`src/rtl/edo_pkg.sv`:
```
// shared types and constants for the extent damage overlap block
package edo_pkg;

	localparam int unsigned MaxRangesDef = 16;
	localparam int unsigned DataW        = 64;

	typedef logic [DataW-1:0] word_t;

	// request codes
	typedef enum logic [1:0] {
		REQ_CLEAR  = 2'd0,
		REQ_APPEND = 2'd1,
		REQ_QUERY  = 2'd2,
		REQ_NONE   = 2'd3
	} req_t;

	// sequencer states
	typedef enum logic [2:0] {
		ST_IDLE,
		ST_APPEND,
		ST_EXT_BEGIN,
		ST_EXT_END,
		ST_WALK
	} state_t;

	// operand selection for the shared saturating adder
	typedef enum logic [1:0] {
		ADD_RANGE_END,
		ADD_EXT_BEGIN,
		ADD_EXT_END
	} add_sel_t;

	// sequencer controls
	typedef struct packed {
		add_sel_t add_sel;
		logic     tbl_wr;
		logic     rd_issue;
		logic     walk_done;
	} ctrl_t;

	// intersection pipeline result
	typedef struct packed {
		logic  valid;
		logic  hit;
		word_t offset;
		word_t length;
	} isect_res_t;

	// register byte address
	localparam logic [0:0] AddrStartOffset = 1'b0;

endpackage

```
`src/rtl/extent_damage_overlap_top.sv`:
```
// Extent damage overlap: a query makes two passes through the shared saturating adder,
// then reads the stored ranges, one table read per cycle, into the compare pipeline.
// One item at a time; busy stays high from the accepting edge to the edge that raises
// the last result, and a clear does not raise busy. Results appear on a one-cycle
// strobe from an output register; no stall.
// Asynchronous active-low reset empties the table and clears start_offset.
module extent_damage_overlap_top #(
	parameter int unsigned MAX_RANGES = edo_pkg::MaxRangesDef
) (
	input  logic           clk,
	input  logic           arst_n,
	// command channel
	input  logic           start,
	output logic           busy,
	input  logic [1:0]     req_type,
	input  edo_pkg::word_t item_offset,
	input  edo_pkg::word_t item_length,
	// result channel
	output logic           strobe,
	output logic           status,
	output logic           found,
	output edo_pkg::word_t overlap_offset,
	output edo_pkg::word_t overlap_length,
	output logic           last,
	// configuration port
	input  logic           psel,
	input  logic           penable,
	input  logic           pwrite,
	input  logic [0:0]     paddr,
	input  edo_pkg::word_t pwdata,
	output edo_pkg::word_t prdata,
	output logic           pready
);
	import edo_pkg::*;

	localparam int unsigned CntW  = $clog2(MAX_RANGES + 1);
	localparam int unsigned AddrW = (MAX_RANGES > 1) ? $clog2(MAX_RANGES) : 1;

	state_t          state_q, state_d;
	ctrl_t           ctrl;
	logic            accept;
	logic            full;
	word_t           start_offset_q;
	word_t           off_q, len_q;
	word_t           ext_beg_q, ext_end_q;
	logic [CntW-1:0] count_q, rd_idx_q;
	word_t           add_a, add_b, add_y;
	logic            tbl_rd_valid;
	word_t           tbl_rd_begin, tbl_rd_end;
	logic            isect_busy;
	isect_res_t      isect_res;
	logic            pend_v_q;
	word_t           pend_off_q, pend_len_q;

	logic            strobe_d, status_d, found_d, last_d;
	word_t           off_d, len_d;
	logic            strobe_q, status_q, found_q, last_q;
	word_t           res_off_q, res_len_q;

	assign busy   = (state_q != ST_IDLE);
	assign accept = start && !busy;
	assign full   = (count_q >= CntW'(MAX_RANGES));

	// configuration register
	assign pready = 1'b1;
	assign prdata = (paddr == AddrStartOffset) ? start_offset_q : '0;

	always_ff @(posedge clk or negedge arst_n) begin
		if (!arst_n) begin
			start_offset_q <= '0;
		end else if (psel && penable && pwrite && pready && (paddr == AddrStartOffset)) begin
			start_offset_q <= pwdata;
		end
	end

	// next state
	always_comb begin
		state_d = state_q;
		case (state_q)
			ST_IDLE: begin
				if (accept) begin
					case (req_t'(req_type))
						REQ_APPEND: state_d = ST_APPEND;
						REQ_QUERY:  state_d = ST_EXT_BEGIN;
						default:    state_d = ST_IDLE;
					endcase
				end
			end
			ST_APPEND:    state_d = ST_IDLE;
			ST_EXT_BEGIN: state_d = ST_EXT_END;
			ST_EXT_END:   state_d = ST_WALK;
			ST_WALK: begin
				if (ctrl.walk_done) state_d = ST_IDLE;
			end
			default:      state_d = ST_IDLE;
		endcase
	end

	always_ff @(posedge clk or negedge arst_n) begin
		if (!arst_n) begin
			state_q <= ST_IDLE;
		end else begin
			state_q <= state_d;
		end
	end

	// sequencer outputs and next result beat
	always_comb begin
		ctrl.add_sel   = ADD_RANGE_END;
		ctrl.tbl_wr    = 1'b0;
		ctrl.rd_issue  = 1'b0;
		ctrl.walk_done = 1'b0;
		strobe_d       = 1'b0;
		status_d       = 1'b0;
		found_d        = 1'b0;
		off_d          = '0;
		len_d          = '0;
		last_d         = 1'b1;
		case (state_q)
			ST_IDLE: begin
				if (accept && (req_t'(req_type) == REQ_CLEAR)) strobe_d = 1'b1;
			end
			ST_APPEND: begin
				ctrl.tbl_wr = !full;
				strobe_d    = 1'b1;
				status_d    = full;
			end
			ST_EXT_BEGIN: ctrl.add_sel = ADD_EXT_BEGIN;
			ST_EXT_END:   ctrl.add_sel = ADD_EXT_END;
			ST_WALK: begin
				ctrl.rd_issue  = (rd_idx_q < count_q);
				ctrl.walk_done = (rd_idx_q == count_q) && !tbl_rd_valid && !isect_busy
					&& !isect_res.valid;
				if (isect_res.valid && isect_res.hit && pend_v_q) begin
					// a newer hit shows the pending one is not the last
					strobe_d = 1'b1;
					found_d  = 1'b1;
					off_d    = pend_off_q;
					len_d    = pend_len_q;
					last_d   = 1'b0;
				end else if (ctrl.walk_done) begin
					strobe_d = 1'b1;
					found_d  = pend_v_q;
					off_d    = pend_v_q ? pend_off_q : '0;
					len_d    = pend_v_q ? pend_len_q : '0;
				end
			end
			default: ;
		endcase
	end

	// item capture
	always_ff @(posedge clk) begin
		if (accept) begin
			off_q <= item_offset;
			len_q <= item_length;
		end
	end

	// shared adder operand selection
	always_comb begin
		case (ctrl.add_sel)
			ADD_EXT_BEGIN: begin
				add_a = start_offset_q;
				add_b = off_q;
			end
			ADD_EXT_END: begin
				add_a = ext_beg_q;
				add_b = len_q;
			end
			default: begin
				add_a = off_q;
				add_b = len_q;
			end
		endcase
	end

	edo_satadd u_add (
		.a (add_a),
		.b (add_b),
		.y (add_y)
	);

	// extent bounds
	always_ff @(posedge clk) begin
		if (state_q == ST_EXT_BEGIN) ext_beg_q <= add_y;
		if (state_q == ST_EXT_END)   ext_end_q <= add_y;
	end

	// fill count
	always_ff @(posedge clk or negedge arst_n) begin
		if (!arst_n) begin
			count_q <= '0;
		end else if (accept && (req_t'(req_type) == REQ_CLEAR)) begin
			count_q <= '0;
		end else if (ctrl.tbl_wr) begin
			count_q <= count_q + 1'b1;
		end
	end

	// walk index
	always_ff @(posedge clk or negedge arst_n) begin
		if (!arst_n) begin
			rd_idx_q <= '0;
		end else if (state_q == ST_EXT_END) begin
			rd_idx_q <= '0;
		end else if (ctrl.rd_issue) begin
			rd_idx_q <= rd_idx_q + 1'b1;
		end
	end

	edo_table #(
		.MAX_RANGES (MAX_RANGES),
		.ADDR_W     (AddrW)
	) u_table (
		.clk      (clk),
		.arst_n   (arst_n),
		.wr_en    (ctrl.tbl_wr),
		.wr_addr  (count_q[AddrW-1:0]),
		.wr_begin (off_q),
		.wr_end   (add_y),
		.rd_en    (ctrl.rd_issue),
		.rd_addr  (rd_idx_q[AddrW-1:0]),
		.rd_valid (tbl_rd_valid),
		.rd_begin (tbl_rd_begin),
		.rd_end   (tbl_rd_end)
	);

	edo_isect u_isect (
		.clk       (clk),
		.arst_n    (arst_n),
		.in_valid  (tbl_rd_valid),
		.rng_begin (tbl_rd_begin),
		.rng_end   (tbl_rd_end),
		.ext_begin (ext_beg_q),
		.ext_end   (ext_end_q),
		.pipe_busy (isect_busy),
		.res       (isect_res)
	);

	// pending hit, held back until the next hit or the end of the walk
	always_ff @(posedge clk or negedge arst_n) begin
		if (!arst_n) begin
			pend_v_q <= 1'b0;
		end else if (state_q == ST_EXT_END || ctrl.walk_done) begin
			pend_v_q <= 1'b0;
		end else if (state_q == ST_WALK && isect_res.valid && isect_res.hit) begin
			pend_v_q <= 1'b1;
		end
	end

	always_ff @(posedge clk) begin
		if (state_q == ST_WALK && isect_res.valid && isect_res.hit) begin
			pend_off_q <= isect_res.offset;
			pend_len_q <= isect_res.length;
		end
	end

	// result register
	always_ff @(posedge clk or negedge arst_n) begin
		if (!arst_n) begin
			strobe_q <= 1'b0;
		end else begin
			strobe_q <= strobe_d;
		end
	end

	always_ff @(posedge clk) begin
		if (strobe_d) begin
			status_q  <= status_d;
			found_q   <= found_d;
			res_off_q <= off_d;
			res_len_q <= len_d;
			last_q    <= last_d;
		end
	end

	assign strobe         = strobe_q;
	assign status         = status_q;
	assign found          = found_q;
	assign overlap_offset = res_off_q;
	assign overlap_length = res_len_q;
	assign last           = last_q;

endmodule

```
`src/rtl/edo_table.sv`:
```
// bad range table: begin and end memories with registered read
module edo_table #(
	parameter int unsigned MAX_RANGES = edo_pkg::MaxRangesDef,
	parameter int unsigned ADDR_W     = (MAX_RANGES > 1) ? $clog2(MAX_RANGES) : 1
) (
	input  logic               clk,
	input  logic               arst_n,
	input  logic               wr_en,
	input  logic [ADDR_W-1:0]  wr_addr,
	input  edo_pkg::word_t     wr_begin,
	input  edo_pkg::word_t     wr_end,
	input  logic               rd_en,
	input  logic [ADDR_W-1:0]  rd_addr,
	output logic               rd_valid,
	output edo_pkg::word_t     rd_begin,
	output edo_pkg::word_t     rd_end
);
	import edo_pkg::*;

	word_t beg_mem [MAX_RANGES];
	word_t fin_mem [MAX_RANGES];

	// write port
	always_ff @(posedge clk) begin
		if (wr_en) begin
			beg_mem[wr_addr] <= wr_begin;
			fin_mem[wr_addr] <= wr_end;
		end
	end

	// registered read port
	always_ff @(posedge clk) begin
		if (rd_en) begin
			rd_begin <= beg_mem[rd_addr];
			rd_end   <= fin_mem[rd_addr];
		end
	end

	// read data valid flag
	always_ff @(posedge clk or negedge arst_n) begin
		if (!arst_n) begin
			rd_valid <= 1'b0;
		end else begin
			rd_valid <= rd_en;
		end
	end

endmodule

```
`src/rtl/edo_satadd.sv`:
```
// shared 64-bit adder that saturates at all ones
module edo_satadd (
	input  edo_pkg::word_t a,
	input  edo_pkg::word_t b,
	output edo_pkg::word_t y
);
	import edo_pkg::*;

	logic [DataW:0] sum;

	// carry out means the sum passed the top of the range
	assign sum = {1'b0, a} + {1'b0, b};
	assign y   = sum[DataW] ? '1 : sum[DataW-1:0];

endmodule

```
`src/rtl/edo_isect.sv`:
```
// two-stage half-open interval intersection of a range with the extent
module edo_isect (
	input  logic                clk,
	input  logic                arst_n,
	input  logic                in_valid,
	input  edo_pkg::word_t      rng_begin,
	input  edo_pkg::word_t      rng_end,
	input  edo_pkg::word_t      ext_begin,
	input  edo_pkg::word_t      ext_end,
	output logic                pipe_busy,
	output edo_pkg::isect_res_t res
);
	import edo_pkg::*;

	logic           v_s1, v_s2;
	word_t          b_s1, e_s1;
	logic [DataW:0] diff;
	logic           hit_s2;
	word_t          off_s2, len_s2;

	// stage valids
	always_ff @(posedge clk or negedge arst_n) begin
		if (!arst_n) begin
			v_s1 <= 1'b0;
			v_s2 <= 1'b0;
		end else begin
			v_s1 <= in_valid;
			v_s2 <= v_s1;
		end
	end

	// stage 1: later begin, earlier end
	always_ff @(posedge clk) begin
		b_s1 <= (rng_begin > ext_begin) ? rng_begin : ext_begin;
		e_s1 <= (rng_end < ext_end) ? rng_end : ext_end;
	end

	// stage 2: length and non-empty test from one subtract
	assign diff = {1'b0, e_s1} - {1'b0, b_s1};

	always_ff @(posedge clk) begin
		hit_s2 <= !diff[DataW] && (diff[DataW-1:0] != '0);
		off_s2 <= b_s1;
		len_s2 <= diff[DataW-1:0];
	end

	assign pipe_busy  = v_s1;
	assign res.valid  = v_s2;
	assign res.hit    = hit_s2;
	assign res.offset = off_s2;
	assign res.length = len_s2;

endmodule

```
`config.mk`:
```
export PLATFORM = sky130hd
export DESIGN_NAME = extent_damage_overlap_top
export DESIGN_NICKNAME = d
export VERILOG_FILES = /design/src/rtl/edo_pkg.sv /design/src/rtl/extent_damage_overlap_top.sv /design/src/rtl/edo_table.sv /design/src/rtl/edo_satadd.sv /design/src/rtl/edo_isect.sv
export SDC_FILE = /design/constraint.sdc
export NUM_CORES = 2
export LEC_CHECK = 0
export BUFFER_PORTS_ARGS = -buffer_cell sky130_fd_sc_hd__buf_4
export CORE_ASPECT_RATIO = 0.8
export CORE_MARGIN = 2
export CORE_UTILIZATION = 47
export CTS_BUF_LIST = sky130_fd_sc_hd__clkbuf_8
export DETAILED_ROUTE_END_ITERATION = 16
export SKIP_LAST_GASP = 1
export SLEW_MARGIN = 15
export SYNTH_ARGS = -nofsm -noshare
export SYNTH_HDL_FRONTEND = slang
export SYNTH_SLANG_ARGS = --single-unit
export TNS_END_PERCENT = 1
```
`constraint.sdc`:
```
create_clock -name clk -period 14.15 [get_ports clk]
set_input_delay 2.83 -clock clk [delete_from_list [all_inputs] [get_ports clk]]
set_output_delay 2.83 -clock clk [all_outputs]
set_load 0.03 [all_outputs]
```
==> results.toml <==
[run]
cap_violations = 0

[yosys]
ys_warn_count = 0
synth_fp_nets = 7020
synth-edff-count = 2691
ys_ff_latch = 3030
synth_area_um2 = 122000
async_flop_share = 0.0271
ys_seq_area_frac = 0.721
yosys_most_used_dff = "edfxtp_1"
synth_top_area_cell = "edfxtp_1"
synth_top_area_share = 0.662
avgSynthCellArea_um2 = 18.6
syn_inst = 6552
synthTopCellsByArea = "edfxtp_1 66%, mux4_2 12%, dfxtp_1 4.2%"
ys_types = 101

[critical_path]
cp-end-kind = "register"
reg2reg_from = "state_q[2]"
slowest_stage = "buf_4"
crit_fanout = 47
cp-start-kind = "register"
slowest_delay_ns = 0.80
critPathKind = "register to register"
cpMostUsedCell = "buf_4"
required_ns = 14.72
worst_ep_arrival_time_ns = 8.29
rr_worst_depth = 19
cp_num_buf_inv = 3
r2r_end = "u_table.fin_mem[8][24]"
rrSetupSlack_ns = 6.43
crit_chain = "nand2b_4 -> nor2_4 -> buf_4 -> buf_4 -> mux2_2 -> ha_1 -> fa_1 -> a21oi_2 -> nor2_1 -> o311ai_2 -> a2111oi_2 -> o21ai_2 -> a211oi_2 -> a221oi_2 -> nor2_2 -> o21a_4 -> a311oi_4 -> buf_4 -> nand2_1"
crit_family = "compound AO/OA/AOI/OAI gates"

[clock_network]
root_buffer = "clkbuf_8"
cts-resized-gates = 0
clk_path_buf_depth = 4
ctsHoldBuffers = 0
cts_setup_buffers = 0
cts_buffers = 458
clk_pin_slew_worst_paths_ns = 0.06
cts_tree = "done"
clkLatencyLatePin_ns = 1.05
htreeDepth = 5
clock_sinks = 3030

[drt]
first_iter_violations = 7661
post_drt_wl_per_cell_um = 30.1
post-route-drc-count = 0
avgViaCountPerCell = 5.85
vias = 64833
ant_nets = 0
routed_wl_um = 334000
first_pass_iters = 6

[pwr]
p_int_mw = 21.2
finalPower_mw = 33.7
power.share.combinational = 0.356
switchingPower_mw = 12.5
p_clk_frac = 0.206
p_sw_frac = 0.371
p_seq_frac = 0.438
ir_drop_mv = 0.175
power_density_nw_per_um2 = 244
power_leakage_nw = 47.4

[place]
dp.final_hpwl_um = 208000
place_congestion = 0.963
portBuffers = 397

[sta]
hold_viol = 0
fmax_mhz = 129
relSlewSlack = 0.225
setup_violations = 0
fin_crit_ns = 7.72
rsz0062_at_grt = "no"
finalSetupTns_ns = 0
worstMarginPinSlew_ns = 1.15
holdWs_ns = 0.338
fin_crit_sh = 0.546
final_max_slew_viol_count = 0
clock-skew-final_ns = 0.0795

[floorplanning]
dieArea_um2 = 264000
rows = 167
io_pins = 399
die_width_um = 574
fp.dieH_um = 460
initial_core_util = 0.472
core-area_um2 = 258000

[hold_path]
min_to = "u_isect.off_s2[30]"
hold_class = "register to register"
whs_path_depth = 0
worst_hold_startpoint = "u_isect.b_s1[30]"

[grt]
grt.overflow.total = 0
grt_max_degree = 122
grt_pass1_vias = 64067
antenna_found_initial = 27
grt_pass1_wl_um = 472000
gr-usage-all-layers = 0.251

[run_status]
status = "finished, final reports clean"

[layout]
layout_common_cells = "2691 x edfxtp_1, 640 x mux4_2, 505 x clkbuf_8, 489 x buf_4, 377 x inv_1"
nNetsFinal = 7702
area_growth_pct = 13.1
top_regs = "u_table.beg_mem (1024), u_table.fin_mem (1024)"
post-route-util = 0.534
final_common_cell = "edfxtp_1"
drive_above_1_share = 0.268
[cells in the mapped netlist (all sizes together), types with 45 or more instances]
| cell | number |
|---|---|
| edfxtp | 2691 |
| mux4 | 640 |
| nand2 | 278 |
| ha | 265 |
| dfxtp | 257 |
| mux2 | 256 |
| inv | 244 |
| a21oi | 208 |
| clkbuf | 195 |
| o21ai | 183 |
| and2 | 149 |
| nor2 | 125 |
| a21o | 115 |
| nor2b | 90 |
| dfrtp | 82 |
| buf | 79 |
| nand4 | 77 |
| mux2i | 72 |
| nor3 | 56 |
| xnor2 | 51 |
| xor2 | 45 |
[final cells by class]
type / instances / area, µm²
Antenna cell: 14 / 35.0
Clock buffer: 505 / 6950
Clock inverter: 334 / 1850
Fill cell: 20479 / 120000
Inverter: 244 / 921
Multi-Input combinational cell: 3004 / 32100
Sequential cell: 3030 / 88000
Tap cell: 3464 / 4330
Timing Repair Buffer: 496 / 3810
[logic make-up (layout without fill, tap and decap cells)]
group | count (synthesis) | count (layout) | synth area share
simple gates | 952 | 952 | 0.0408
fa+ha+maj | 267 | 267 | 0.0275
compound gates | 720 | 720 | 0.0387
flops | 3030 | 3030 | 0.721
other cells | 1 | 15 | 0.0000307
mux | 968 | 968 | 0.148
buf+inv | 518 | 1579 | 0.0168
xor+xnor | 96 | 96 | 0.00689
[how the worst max path moves through the flow]
| stage | start | to | slack [ns] | cells after the start |
|---|---|---|---|---|
| final | state_q[2] | u_table.fin_mem[8][24] | 6.43 | 19 |
| after global routing | state_q[2] | ext_beg_q[24] | 6.12 | 19 |
| after CTS | state_q[2] | u_table.fin_mem[8][24] | 6.41 | 19 |
| after detailed placement | state_q[2] | ext_end_q[21] | 6.45 | 19 |
| after global placement | state_q[2] | ext_end_q[21] | 6.56 | 19 |
| after floorplan | rd_idx_q[0] | rd_idx_q[3] | 1.22 | 13 |
[layer usage]
metal,routed length [µm],GRT usage,up-vias
met3,30200,0.0501,437
met1,149000,0.386,33813
met5,45,0,-
li1,-,-,27629
met2,147000,0.369,2948
met4,7170,0.0593,6
[power by group through the flow]
stage          logic [mW]  clock network [mW]  registers (mW)
4_1_cts              11.9                7.09            14.7
6_report             12.0                6.95            14.7
3_3_place_gp         11.6                   0            14.8
3_5_place_dp         11.8                   0            14.9
2_1_floorplan        7.63                   0            14.5
5_1_grt              13.0                7.48            14.9
[per-stage QoR]
step | cells | area [µm²] | worst slack, ns
3_5_place_dp | 10238 | 129000 | 6.45
2_1_floorplan | 6552 | 122000 | 1.22
6_report | 11091 | 138000 | 6.43
4_1_cts | 11077 | 138000 | 6.41
5_1_grt | 11079 | 138000 | 6.12
3_3_place_gp | 10238 | 129000 | 6.56
(Power assumes the default switching activity.)
